<file path="src/design/bsc_pkg.sv">
package bsc_pkg;

    // Input item commands
    localparam logic [2:0] CMD_LOAD_AVAIL = 3'd0;
    localparam logic [2:0] CMD_LOAD_MAX   = 3'd1;
    localparam logic [2:0] CMD_LOAD_ALLOC = 3'd2;
    localparam logic [2:0] CMD_LOAD_NEED  = 3'd3;
    localparam logic [2:0] CMD_CHECK      = 3'd4;

    // Result status codes
    localparam logic [1:0] ST_SAFE   = 2'd0;
    localparam logic [1:0] ST_UNSAFE = 2'd1;
    localparam logic [1:0] ST_INCONS = 2'd2;

    // Configuration register indexes
    localparam logic CFG_PROCESS_COUNT  = 1'b0;
    localparam logic CFG_RESOURCE_COUNT = 1'b1;

    localparam int CFG_DATA_W = 5;
    localparam int VALUE_W    = 16;

    typedef struct packed {
        logic [2:0]  cmd;
        logic [3:0]  process_index;
        logic [2:0]  resource_index;
        logic [15:0] value;
    } t_in_item;

    typedef struct packed {
        logic [1:0] status;
        logic [3:0] process_id;
        logic       last;
    } t_out_item;

    // controller -> datapath
    typedef struct packed {
        logic       load;
        logic       mem_rd;
        logic       work_init;
        logic       work_add;
        logic       order_wr;
        logic       emit;
        logic [1:0] emit_status;
        logic       emit_last;
    } t_dp_cmd;

    // datapath -> controller
    typedef struct packed {
        logic mismatch;
        logic fits;
    } t_dp_stat;

endpackage

</file>
<file path="src/design/bsc_ctrl.sv">
module bsc_ctrl #(
    parameter int MAX_PROCESSES = 16,
    parameter int MAX_RESOURCES = 8,
    localparam int PW  = (MAX_PROCESSES > 1) ? $clog2(MAX_PROCESSES) : 1,
    localparam int RW  = (MAX_RESOURCES > 1) ? $clog2(MAX_RESOURCES) : 1,
    localparam int RCW = $clog2(MAX_RESOURCES + 1)
) (
    input  logic                                  i_clk,
    input  logic                                  i_rst_n,
    input  logic                                  i_start,
    input  logic [2:0]                            i_item_cmd,
    input  logic                                  i_cfg_we,
    input  logic                                  i_cfg_idx,
    input  logic [bsc_pkg::CFG_DATA_W-1:0]        i_cfg_data,
    input  bsc_pkg::t_dp_stat                     i_stat,
    output logic                                  o_busy,
    output bsc_pkg::t_dp_cmd                      o_cmd,
    output logic [PW-1:0]                         o_p_idx,
    output logic [RW-1:0]                         o_r_idx,
    output logic [PW-1:0]                         o_slot,
    output logic [RCW-1:0]                        o_nr
);

    localparam int PCW = $clog2(MAX_PROCESSES + 1);

    typedef enum logic [10:0] {
        S_IDLE     = 11'b00000000001,
        S_CON_RD   = 11'b00000000010,
        S_CON_EV   = 11'b00000000100,
        S_INIT     = 11'b00000001000,
        S_SEL      = 11'b00000010000,
        S_FIT_RD   = 11'b00000100000,
        S_FIT_EV   = 11'b00001000000,
        S_ADD_RD   = 11'b00010000000,
        S_ADD_EV   = 11'b00100000000,
        S_PASS_END = 11'b01000000000,
        S_EMIT     = 11'b10000000000
    } t_state;

    t_state               r_state, n_state;
    logic [4:0]           r_pcount;
    logic [3:0]           r_rcount;
    logic [PW-1:0]        r_p, n_p;
    logic [RW-1:0]        r_r, n_r;
    logic [PCW-1:0]       r_done, n_done;
    logic                 r_progress, n_progress;
    logic [MAX_PROCESSES-1:0] r_fin, n_fin;

    logic [PCW-1:0] np, np_m1;
    logic [RCW-1:0] nr, nr_m1;
    logic           p_last, r_last;

    // clamp counts: zero acts as one, above bound acts as bound
    always_comb begin
        if (r_pcount == 5'd0) begin
            np = PCW'(1);
        end else if ({2'b00, r_pcount} > 7'(MAX_PROCESSES)) begin
            np = PCW'(MAX_PROCESSES);
        end else begin
            np = PCW'(r_pcount);
        end
        if (r_rcount == 4'd0) begin
            nr = RCW'(1);
        end else if ({1'b0, r_rcount} > 5'(MAX_RESOURCES)) begin
            nr = RCW'(MAX_RESOURCES);
        end else begin
            nr = RCW'(r_rcount);
        end
    end

    assign np_m1  = np - PCW'(1);
    assign nr_m1  = nr - RCW'(1);
    assign p_last = PCW'(r_p) == np_m1;
    assign r_last = RCW'(r_r) == nr_m1;

    always_ff @(posedge i_clk) begin
        if (!i_rst_n) begin
            r_pcount <= 5'd1;
            r_rcount <= 4'd1;
        end else if (i_cfg_we) begin
            unique case (i_cfg_idx)
                bsc_pkg::CFG_PROCESS_COUNT:  r_pcount <= i_cfg_data;
                bsc_pkg::CFG_RESOURCE_COUNT: r_rcount <= i_cfg_data[3:0];
                default:                     r_pcount <= r_pcount;
            endcase
        end
    end

    always_comb begin
        n_state    = r_state;
        n_p        = r_p;
        n_r        = r_r;
        n_done     = r_done;
        n_progress = r_progress;
        n_fin      = r_fin;
        o_cmd      = '0;

        unique case (r_state)
            S_IDLE: begin
                if (i_start) begin
                    o_cmd.load = 1'b1;
                    if (i_item_cmd == bsc_pkg::CMD_CHECK) begin
                        n_p     = '0;
                        n_r     = '0;
                        n_state = S_CON_RD;
                    end
                end
            end
            S_CON_RD: begin
                o_cmd.mem_rd = 1'b1;
                n_state      = S_CON_EV;
            end
            S_CON_EV: begin
                if (i_stat.mismatch) begin
                    o_cmd.emit        = 1'b1;
                    o_cmd.emit_status = bsc_pkg::ST_INCONS;
                    o_cmd.emit_last   = 1'b1;
                    n_state           = S_IDLE;
                end else if (r_last) begin
                    n_r = '0;
                    if (p_last) begin
                        n_state = S_INIT;
                    end else begin
                        n_p     = r_p + PW'(1);
                        n_state = S_CON_RD;
                    end
                end else begin
                    n_r     = r_r + RW'(1);
                    n_state = S_CON_RD;
                end
            end
            S_INIT: begin
                o_cmd.work_init = 1'b1;
                n_fin      = '0;
                n_done     = '0;
                n_progress = 1'b0;
                n_p        = '0;
                n_state    = S_SEL;
            end
            S_SEL: begin
                n_r = '0;
                if (!r_fin[r_p]) begin
                    n_state = S_FIT_RD;
                end else if (p_last) begin
                    n_state = S_PASS_END;
                end else begin
                    n_p = r_p + PW'(1);
                end
            end
            S_FIT_RD: begin
                o_cmd.mem_rd = 1'b1;
                n_state      = S_FIT_EV;
            end
            S_FIT_EV: begin
                if (!i_stat.fits) begin
                    if (p_last) begin
                        n_state = S_PASS_END;
                    end else begin
                        n_p     = r_p + PW'(1);
                        n_state = S_SEL;
                    end
                end else if (r_last) begin
                    n_r     = '0;
                    n_state = S_ADD_RD;
                end else begin
                    n_r     = r_r + RW'(1);
                    n_state = S_FIT_RD;
                end
            end
            S_ADD_RD: begin
                o_cmd.mem_rd = 1'b1;
                n_state      = S_ADD_EV;
            end
            S_ADD_EV: begin
                o_cmd.work_add = 1'b1;
                if (r_last) begin
                    o_cmd.order_wr = 1'b1;
                    n_fin[r_p]     = 1'b1;
                    n_done         = r_done + PCW'(1);
                    n_progress     = 1'b1;
                    if (p_last) begin
                        n_state = S_PASS_END;
                    end else begin
                        n_p     = r_p + PW'(1);
                        n_state = S_SEL;
                    end
                end else begin
                    n_r     = r_r + RW'(1);
                    n_state = S_ADD_RD;
                end
            end
            S_PASS_END: begin
                n_p = '0;
                if (r_done == np) begin
                    n_state = S_EMIT;
                end else if (r_progress) begin
                    n_progress = 1'b0;
                    n_state    = S_SEL;
                end else begin
                    o_cmd.emit        = 1'b1;
                    o_cmd.emit_status = bsc_pkg::ST_UNSAFE;
                    o_cmd.emit_last   = 1'b1;
                    n_state           = S_IDLE;
                end
            end
            S_EMIT: begin
                o_cmd.emit        = 1'b1;
                o_cmd.emit_status = bsc_pkg::ST_SAFE;
                o_cmd.emit_last   = p_last;
                if (p_last) begin
                    n_state = S_IDLE;
                end else begin
                    n_p = r_p + PW'(1);
                end
            end
            default: n_state = S_IDLE;
        endcase
    end

    always_ff @(posedge i_clk) begin
        if (!i_rst_n) begin
            r_state    <= S_IDLE;
            r_p        <= '0;
            r_r        <= '0;
            r_done     <= '0;
            r_progress <= 1'b0;
            r_fin      <= '0;
        end else begin
            r_state    <= n_state;
            r_p        <= n_p;
            r_r        <= n_r;
            r_done     <= n_done;
            r_progress <= n_progress;
            r_fin      <= n_fin;
        end
    end

    assign o_busy  = r_state != S_IDLE;
    assign o_p_idx = r_p;
    assign o_r_idx = r_r;
    assign o_slot  = r_done[PW-1:0];
    assign o_nr    = nr;

endmodule

</file>
<file path="config.mk">
export PLATFORM = sky130hd
export DESIGN_NAME = bsc_ctrl
export DESIGN_NICKNAME = d
export VERILOG_FILES = /design/src/design/bsc_pkg.sv /design/src/design/bsc_ctrl.sv
export SDC_FILE = /design/constraint.sdc
export NUM_CORES = 1
export LEC_CHECK = 0
export ABC_AREA = 1
export BUFFER_PORTS_ARGS = -buffer_cell sky130_fd_sc_hd__buf_4
export CAP_MARGIN = 30
export CORE_ASPECT_RATIO = 1.4
export CORE_UTILIZATION = 43
export DETAILED_ROUTE_END_ITERATION = 6
export GPL_ROUTABILITY_DRIVEN = 0
export PLACE_DENSITY_LB_ADDON = 0.3
export SKIP_CTS_REPAIR_TIMING = 1
export SYNTH_ARGS = -nofsm -noshare
export SYNTH_HDL_FRONTEND = slang
export SYNTH_SLANG_ARGS = --single-unit
</file>
<file path="constraint.sdc">
create_clock -name i_clk -period 5.98 [get_ports i_clk]
set_clock_uncertainty 0.15 [all_clocks]
set_input_delay 0.299 -clock i_clk [delete_from_list [all_inputs] [get_ports i_clk]]
set_output_delay 0.299 -clock i_clk [all_outputs]
set_load 0.01 [all_outputs]
</file>
==> flow_summary.json, run 1 <==
{
  "numCtsBuffers": 5,
  "synth_cell_types": 34,
  "dpl.hpwl_um": 5700,
  "final_cell_count_no_fill": 606,
  "antenna_found_initial": 0,
  "power_density_nw_per_um2": 231,
  "cts_buffer_depth": 2,
  "synth_area_sq_um": 3150,
  "cts.sinks": 49,
  "path_max_fanout": 8,
  "syn_to_final_growth_pct": 13.0,
  "synth_flop_cell": "dfxtp_1",
  "hold_slack_ns": 0.0591,
  "yosys_warnings": 0,
  "clkTransAtPathRegs_ns": 0.10,
  "die_area_sq_um": 7670,
  "num_antenna_cells": 0,
  "track_usage_pct": 21.1,
  "dr.pass1.iters": 4,
  "clock_latency_ns": 0.31,
  "setup_slack_ns": 2.96,
  "cts_root_buffer": "clkbuf_8",
  "status": "finished clean",
  "synth_edf_count": 0,
  "vias": 3034,
  "placedCellCount": 598,
  "synth_top_area_share_pct": 31.2,
  "report.final.slew_viol_count": 0,
  "finalSetupViolations": 0,
  "syn_nets": 500,
  "die_height_um": 103,
  "dpl_cell_area_sq_um": 3470,
  "drcViolationCount": 0,
  "grt_pass1_wl_um": 12600,
  "finalInstanceArea_sq_um": 3560,
  "worstPathArrival_ns": 2.57,
  "dpl_worst_slack_ns": 3.37,
  "relSlewSlack_pct": 62.8,
  "end_kind": "output pin",
  "vias_per_cell": 5.01,
  "ioPinCount": 40,
  "ant_nets": 0,
  "worstPathRequired_ns": 5.53,
  "start_kind": "flip-flop",
  "grt_max_degree": 19,
  "drt_iter0_drc": 134,
  "synth-seq-area-share_pct": 31.2,
  "fin_util_pct": 50.6,
  "core-area_sq_um": 7030,
  "nets": 533,
  "wl_per_cell_um": 12.3,
  "rsz0062_at_grt": "false",
  "setup_tns_ns": 0,
  "synthTopCellsByArea": "dfxtp_1 31%, nand2_1 12%, nand3_1 8.1%",
  "synth_area_per_cell_sq_um": 6.60,
  "cts_max_level": 2,
  "num_rows": 36,
  "maxCapViolCount": 0,
  "leakage_nw": 1.65,
  "drive_above_1_share_pct": 21.1,
  "port_buffers": 39,
  "async_flop_share_pct": 0,
  "criticalPathCategory": "flip-flop to output pin",
  "report.final.hold_viol_count": 0,
  "p_total_mw": 0.821,
  "fmaxAchievable_mhz": 331,
  "fin_crit_sh_pct": 50.5,
  "syn_inst": 477,
  "initial_core_util_pct": 44.8,
  "yosysTopAreaCell": "dfxtp_1",
  "grt_overflow": 0,
  "ir_drop_mv": 0.140,
  "hp-class": "input pin to flip-flop",
  "grt_pass1_vias": 2826,
  "worst_slew_pin_slew_ns": 0.557,
  "post-route-min-period_ns": 3.02,
  "cts_tree": "built",
  "fp.dieW_um": 74.3,
  "wl_um": 7450,
  "ys_ff_latch": 49
}
## state kept, by name, summed over array words and instances, names as in the netlist
register / count
r_progress: 1
r_fin: 16
r_done: 5
o_r_idx: 3
r_pcount: 5
r_rcount: 4
o_p_idx: 4
r_state: 11
## power by group
group	leakage [nW]	switching (mW)	internal, mW
clock network	0.0385	0.114	0.0831
logic	1.21	0.166	0.0969
registers	0.397	0.0220	0.339
total	1.65	0.303	0.519
## cell usage in the layout, fill, tap and decap left out, types with 2 or more instances in the layout
| master | netlist | layout |
|---|---|---|
| buf_4 | 8 | 39 |
| nand4_1 | 5 | 5 |
| inv_2 | 10 | 10 |
| clkbuf_8 | 0 | 5 |
| nand3_2 | 7 | 7 |
| a21oi_4 | 2 | 2 |
| nor2_4 | 7 | 7 |
| o21ai_0 | 15 | 15 |
| nor2_1 | 56 | 56 |
| a21oi_1 | 34 | 34 |
| nand2_2 | 14 | 14 |
| nand3_1 | 51 | 51 |
| a31oi_1 | 2 | 2 |
| dfxtp_1 | 49 | 49 |
| nand2_4 | 8 | 8 |
| xor2_1 | 3 | 3 |
| nand2_1 | 102 | 102 |
| nor2_2 | 9 | 9 |
| clkbuf_1 | 3 | 2 |
| ha_1 | 8 | 8 |
| inv_1 | 63 | 63 |
| nor3_1 | 8 | 8 |
## worst max-delay path: stages, from the launching register on
cell,delay [ns]
dfxtp_1,0.37
nor2_4,0.15
nand3_1,0.09
nand2_2,0.09
clkinv_2,0.08
ha_1,0.30
nand2_1,0.06
o21ai_0,0.08
a211oi_1,0.18
nand3_1,0.15
nor2_4,0.15
nand2_4,0.09
o21ai_0,0.28
buf_4,0.18
## cell type report
cell class / count / area (sq um)
fill: 750 / 3470
inverter: 75 / 285
clock buffer: 7 / 76.3
tap: 95 / 119
clock inverter: 1 / 7.51
multi-input combinational: 340 / 1790
sequential: 49 / 981
timing repair buffer: 39 / 293
## logic make-up (layout without fill, tap and decap cells)
| group | count (synthesis) | count (layout) | share of synthesized area, % |
|---|---|---|---|
| DFF | 49 | 49 | 31.2 |
| buffers and inverters | 88 | 122 | 11.8 |
| AOI/OAI and AO/OA | 57 | 57 | 10.3 |
| adders and majority gates | 8 | 8 | 3.18 |
| xor gates and xnor gates | 3 | 3 | 0.835 |
| and+or+nand+nor | 272 | 272 | 42.7 |
## cell usage after synthesis (2+ instances only)
| cell type | instances |
|---|---|
| nor2_2 | 9 |
| nor2_1 | 56 |
| nand3_1 | 51 |
| a21oi_4 | 2 |
| inv_2 | 10 |
| ha_1 | 8 |
| inv_1 | 63 |
| clkbuf_1 | 3 |
| nand2_4 | 8 |
| nand4_1 | 5 |
| a31oi_1 | 2 |
| a21oi_1 | 34 |
| nand3_2 | 7 |
| nor3_1 | 8 |
| nor2_4 | 7 |
| nand2_1 | 102 |
| dfxtp_1 | 49 |
| xor2_1 | 3 |
| nand2_2 | 14 |
| buf_4 | 8 |
| o21ai_0 | 15 |
## final timing paths
check	slack, ns	startpoint	cells past startpoint	end
max	2.96	r_pcount[2]$_SDFFE_PN0P_	13	o_cmd[0]
min	0.06	i_cfg_data[0]	3	r_pcount[0]$_SDFFE_PN1P_
max reg2reg	3.53	r_pcount[2]$_SDFFE_PN0P_	17	r_state[0]$_SDFFE_PN1P_
min reg2reg	0.30	r_fin[1]$_SDFFE_PN0P_	2	r_fin[1]$_SDFFE_PN0P_
## layer usage
metal  GRT usage (%)  up-vias  wire [um]
li1                -     1566          -
met1            25.2     1381       3230
met2            37.3       71       3750
met3            3.68       16        285
met4            8.42        0        178
met5               0        -          0
(Power assumes the default switching activity.)
==> run 2, diff against run 1 <==
- ABC_AREA: 1 -> 0
- clock period: 5.98 -> 2.95 ns (I/O delays scaled with it)
==> flow_summary.json, run 2 <==
{
  "reg2reg_from": "r_pcount[1]$_SDFFE_PN0P_",
  "yosysMostFrequentCell": "dfxtp_1",
  "grt_overflow": 0,
  "min_to": "r_rcount[0]$_SDFFE_PN1P_",
  "synthTopCellsByArea": "dfxtp_1 32%, a21oi_1 5.4%, nor2_1 4.2%",
  "relSlewSlack_pct": 52.2,
  "reg2reg_slack_ns": 0.13,
  "drt_iter0_drc": 197,
  "die_height_um": 102,
  "numCtsBuffers": 5,
  "finalSetupViolations": 0,
  "synth_fa_ha_area_share_pct": 3.27,
  "dr.pass1.iters": 6,
  "cts_max_level": 2,
  "cts_buffer_depth": 2,
  "power_density_nw_per_um2": 379,
  "violations": "hold timing",
  "cts_tree": "built",
  "grt_pass1_vias": 2688,
  "grt_pass1_wl_um": 12500,
  "criticalPathCategory": "flip-flop to output pin",
  "port_buffers": 39,
  "cp_slowest_cell": "or4_4",
  "dpl.hpwl_um": 6000,
  "synth_top_family_by_area": "simple AND/OR/NAND/NOR gates",
  "mostFrequentLayoutCell": "buf_4",
  "dpl_cell_area_sq_um": 3510,
  "setup_slack_ns": 0.0490,
  "synth_flop_cell": "dfxtp_1",
  "synth_area_sq_um": 3060,
  "synth_edf_count": 0,
  "synth-seq-area-share_pct": 32.1,
  "antenna_found_initial": 0,
  "syn_nets": 391,
  "final_cell_count_no_fill": 514,
  "synth_top_area_share_pct": 32.1,
  "min-delay-start": "i_cfg_we",
  "largest_register": "r_fin",
  "post-route-min-period_ns": 2.90,
  "ys_ff_latch": 49,
  "r2r_cells": 9,
  "async_flop_share_pct": 0,
  "worstPathRequired_ns": 2.65,
  "track_usage_pct": 21.7,
  "path_buf_inv": 1,
  "start_kind": "flip-flop",
  "fin_crit_sh_pct": 98.3,
  "leakage_nw": 1.56,
  "synth_area_per_cell_sq_um": 8.32,
  "hold_depth": 3,
  "reg.largest.list": "r_fin: 16 flops, r_state: 11 flops",
  "muxShareOfSynthArea_pct": 7.15,
  "fmaxAchievable_mhz": 345,
  "maxCapViolCount": 0,
  "hp-class": "input pin to flip-flop",
  "layout_common_cells": "60 x buf_4, 49 x dfxtp_1, 34 x nor2_1",
  "yosysTopAreaCell": "dfxtp_1",
  "p_total_mw": 1.42,
  "wl_per_cell_um": 15.8,
  "grt_max_degree": 21,
  "wl_um": 8130,
  "syn_inst": 368,
  "drcViolationCount": 0,
  "ioPinCount": 40,
  "synth_cell_types": 69,
  "ir_drop_mv": 0.284,
  "cts_root_buffer": "clkbuf_8",
  "drive_above_1_share_pct": 24.6,
  "worst_slew_pin_slew_ns": 0.717,
  "clkTransAtPathRegs_ns": 0.09,
  "die_area_sq_um": 7460,
  "synth_compound_gate_area_share_pct": 17.0,
  "fp.dieW_um": 73.3,
  "hold_slack_ns": -0.0259,
  "cts.sinks": 49,
  "core-area_sq_um": 6940,
  "slowest_delay_ns": 0.53,
  "placedCellCount": 499,
  "path_max_fanout": 4,
  "clock_latency_ns": 0.30,
  "num_rows": 36,
  "dpl_worst_slack_ns": 0.0247,
  "yosys_warnings": 0,
  "worstPathArrival_ns": 2.60,
  "synthXorXnorAreaFrac_pct": 3.15,
  "worstReg2RegEnd": "r_state[3]$_SDFFE_PN0P_",
  "yosys.area_share.simple_pct": 31.9,
  "cp_cell_sequence": "or4_4 -> and2_4 -> ha_4 -> xor2_2 -> mux2_4 -> o221a_4 -> nand2_4 -> o21ai_1 -> buf_4",
  "nets": 441,
  "largest_reg_flops": 16,
  "status": "finished, violations left",
  "finalInstanceArea_sq_um": 3750,
  "report.final.slew_viol_count": 0,
  "vias": 2979,
  "vias_per_cell": 5.80,
  "report.final.hold_viol_count": 3,
  "syn_to_final_growth_pct": 22.5,
  "cp_top_family": "simple AND/OR/NAND/NOR gates",
  "ant_nets": 0,
  "initial_core_util_pct": 44.1,
  "end_kind": "output pin",
  "synth_common_cells": "49 x dfxtp_1, 34 x nor2_1, 33 x a21oi_1",
  "num_antenna_cells": 0
}
-- run 2: cell count changes in the layout (fill, tap and decap cells not counted), sizes merged, moves of 8 or more --
cell	before	now
nor4	0	8
buf	39	60
nand2	124	32
nand3	58	15
inv	74	13
nor2b	0	11
nor2	72	34
-- run 2: logic make-up after synthesis --
kind of cell,after synthesis
xor+xnor,11
buf+inv,37
mux,14
compound gates,79
flops,49
simple gates,170
fa+ha+maj,8
-- run 2: through the flow --
step	utilization, %	TNS, ns
after floorplan	-	0
after global placement	50.6	0
after detailed placement	50.6	0
after CTS	51.8	-0.234
after global routing	54.1	-0.0313
final	54.1	0
-- run 2: worst reg2reg max path, delay by kind of cell (launching register included) --
family	cells	cell delay (ns)
AO/OA/AOI/OAI	3	0.51
adder cells (fa/ha/maj)	1	0.17
AND/OR/NAND/NOR	5	1.58
flip-flops	1	0.32
-- run 2: how the worst max path moves through the flow --
stage	start	to	slack [ns]	cells after the start
floorplan	r_pcount[2]$_SDFFE_PN0P_	r_state[3]$_SDFFE_PN0P_	0.1	9
global placement	r_pcount[1]$_SDFFE_PN0P_	o_p_idx[3]$_SDFFE_PN0P_	0.13	9
detailed placement	r_rcount[1]$_SDFFE_PN0P_	o_r_idx[1]$_SDFFE_PN0P_	0.02	10
CTS	r_pcount[1]$_SDFFE_PN0P_	o_cmd[0]	-0.21	9
global route	r_pcount[1]$_SDFFE_PN0P_	o_cmd[0]	-0.03	9
finish	r_pcount[1]$_SDFFE_PN0P_	o_cmd[0]	0.05	9
-- run 2: final cells by class --
type	count	area, sq um
fillers	673	3190
multi-input cells	282	2000
flip-flops and latches	49	981
repair buffers	67	520
well taps	95	119
clock buffers	6	72.6
inverters	13	51.3
clock inverters	2	10.0
-- run 2: metal layers --
| layer | part of all wire [%] | routed length [um] | vias to the layer above | track usage [%] |
|---|---|---|---|---|
| met5 | 0 | 0 | - | 0 |
| met4 | 1.6 | 130 | 0 | 7.69 |
| met3 | 4.3 | 351 | 19 | 3.16 |
| met2 | 54 | 4370 | 93 | 40.6 |
| met1 | 40 | 3280 | 1422 | 24.5 |
| li1 | - | - | 1445 | - |
-- run 2: power by group --
part	internal, mW	total [mW]	switching, mW
sequential	0.673	0.688	0.0147
clock	0.165	0.386	0.221
combinational	0.150	0.350	0.200
==> run 3, diff against run 2 <==
- CORE_UTILIZATION: 43 -> 40
- HOLD_SLACK_MARGIN: not set -> 0.08
- MAX_ROUTING_LAYER: not set -> met4
==> flow_summary.json, run 3 (synthesis gave the netlist of run 2 again) <==
{
  "largest_reg_flops": 16,
  "initial_core_util_pct": 41.6,
  "rsz0062_at_grt": "true",
  "worst_slew_pin_slew_ns": 0.692,
  "final_cell_count_no_fill": 520,
  "num_rows": 37,
  "grt_pass1_vias": 2802,
  "p_total_mw": 1.43,
  "cts.sinks": 49,
  "clock_latency_ns": 0.31,
  "nets": 447,
  "vias_per_cell": 5.68,
  "dpl.hpwl_um": 6110,
  "die_height_um": 105,
  "cts_tree": "built",
  "multi_input_area_sq_um": 2020,
  "ioPinCount": 40,
  "fillCellCount": 700,
  "antenna_found_initial": 0,
  "port_buffers": 39,
  "report.final.hold_viol_count": 0,
  "status": "finished clean",
  "core-area_sq_um": 7360,
  "hold_depth": 5,
  "syn_to_final_growth_pct": 25.2,
  "dr.pass1.iters": 5,
  "ir_drop_mv": 0.219,
  "cts_root_buffer": "clkbuf_8",
  "relSlewSlack_pct": 53.2,
  "finalSetupViolations": 0,
  "criticalPathCategory": "flip-flop to flip-flop",
  "fin_util_pct": 52.0,
  "leakage_nw": 1.58,
  "clkTransAtPathRegs_ns": 0.09,
  "cp_cell_sequence": "or4_4 -> and2_4 -> ha_4 -> xor2_2 -> mux2_4 -> o221ai_1 -> o21ai_0 -> or3_1 -> o32ai_2",
  "die_area_sq_um": 8010,
  "cp_slowest_cell": "or4_4",
  "power_density_nw_per_um2": 373,
  "num_antenna_cells": 0,
  "numCtsBuffers": 5,
  "hp-class": "input pin to flip-flop",
  "drt_iter0_drc": 169,
  "largest_register": "r_fin",
  "post-route-min-period_ns": 2.92,
  "fin_crit_sh_pct": 98.8,
  "wl_per_cell_um": 16.0,
  "track_usage_pct": 21.0,
  "fmaxAchievable_mhz": 343,
  "placedCellCount": 501,
  "drcViolationCount": 0,
  "end_kind": "flip-flop",
  "slowest_delay_ns": 0.53,
  "setup_tns_ns": 0,
  "setup_slack_ns": 0.0343,
  "grt_max_degree": 21,
  "start_kind": "flip-flop",
  "layout_common_cells": "60 x buf_4, 48 x dfxtp_1, 34 x nor2_1",
  "grt_pass1_wl_um": 13100,
  "path_max_fanout": 4,
  "ant_nets": 0,
  "reg.largest.list": "r_fin: 16 flops, r_state: 11 flops",
  "cts_buffer_depth": 2,
  "worstPathArrival_ns": 2.98,
  "dpl_worst_slack_ns": 0.0374,
  "mostFrequentLayoutCell": "buf_4",
  "grt_overflow": 0,
  "maxCapViolCount": 0,
  "cts_max_level": 2,
  "seq_area_sq_um": 982,
  "wl_um": 8300,
  "drive_above_1_share_pct": 25.5,
  "worstPathRequired_ns": 3.01,
  "vias": 2952,
  "r2r_cells": 9,
  "fp.dieW_um": 75.9,
  "report.final.slew_viol_count": 0
}
-- run 3: cell type report --
class                           instances  area share [%]
Timing Repair Buffer                   73            15.2
Tap cell                               97            3.17
Clock buffer                            5            1.80
Inverter                               13            1.34
Sequential cell                        49            25.6
Clock inverter                          1           0.131
Multi-Input combinational cell        282            52.7
-- run 3: power by group --
group / internal [mW] / switching (mW) / total (mW)
registers: 0.673 / 0.0139 / 0.687
clock network: 0.157 / 0.218 / 0.374
logic: 0.159 / 0.208 / 0.367
-- run 3: worst paths after layout --
check	from	to	slack [ns]
worst max register to register	r_pcount[1]$_SDFFE_PN0P_	o_p_idx[3]$_SDFFE_PN0P_	0.03
worst min register to register	r_fin[3]$_SDFFE_PN0P_	r_fin[3]$_SDFFE_PN0P_	0.30
worst min-delay path	i_stat[0]	r_state[7]$_SDFFE_PN0P_	0.12
worst max-delay path	r_pcount[1]$_SDFFE_PN0P_	o_p_idx[3]$_SDFFE_PN0P_	0.03
-- run 3: per-layer routing --
layer	GRT usage [%]	part of all wire, %	vias up
met1	23.2	41	1388
met3	2.68	3.9	21
li1	-	-	1454
met5	-	0	-
met4	8.79	2.8	0
met2	37.7	53	89
-- run 3: worst max-delay path, delay by kind of cell (launching register included) --
family                     cells  cell delay, ns
AOI/OAI and AO/OA              3            0.62
xor gates and xnor gates       1            0.19
muxes                          1            0.33
adders and majority gates      1            0.17
and+or+nand+nor                3            1.03
DFF                            1            0.33
-- run 3: stage by stage --
step                      hold slack, ns  cell area, sq um
after floorplan                    0.126              3060
after global placement             0.235              3510
after detailed placement           0.235              3510
after CTS                        -0.0799              3590
after global routing               0.159              3830
final                              0.120              3830
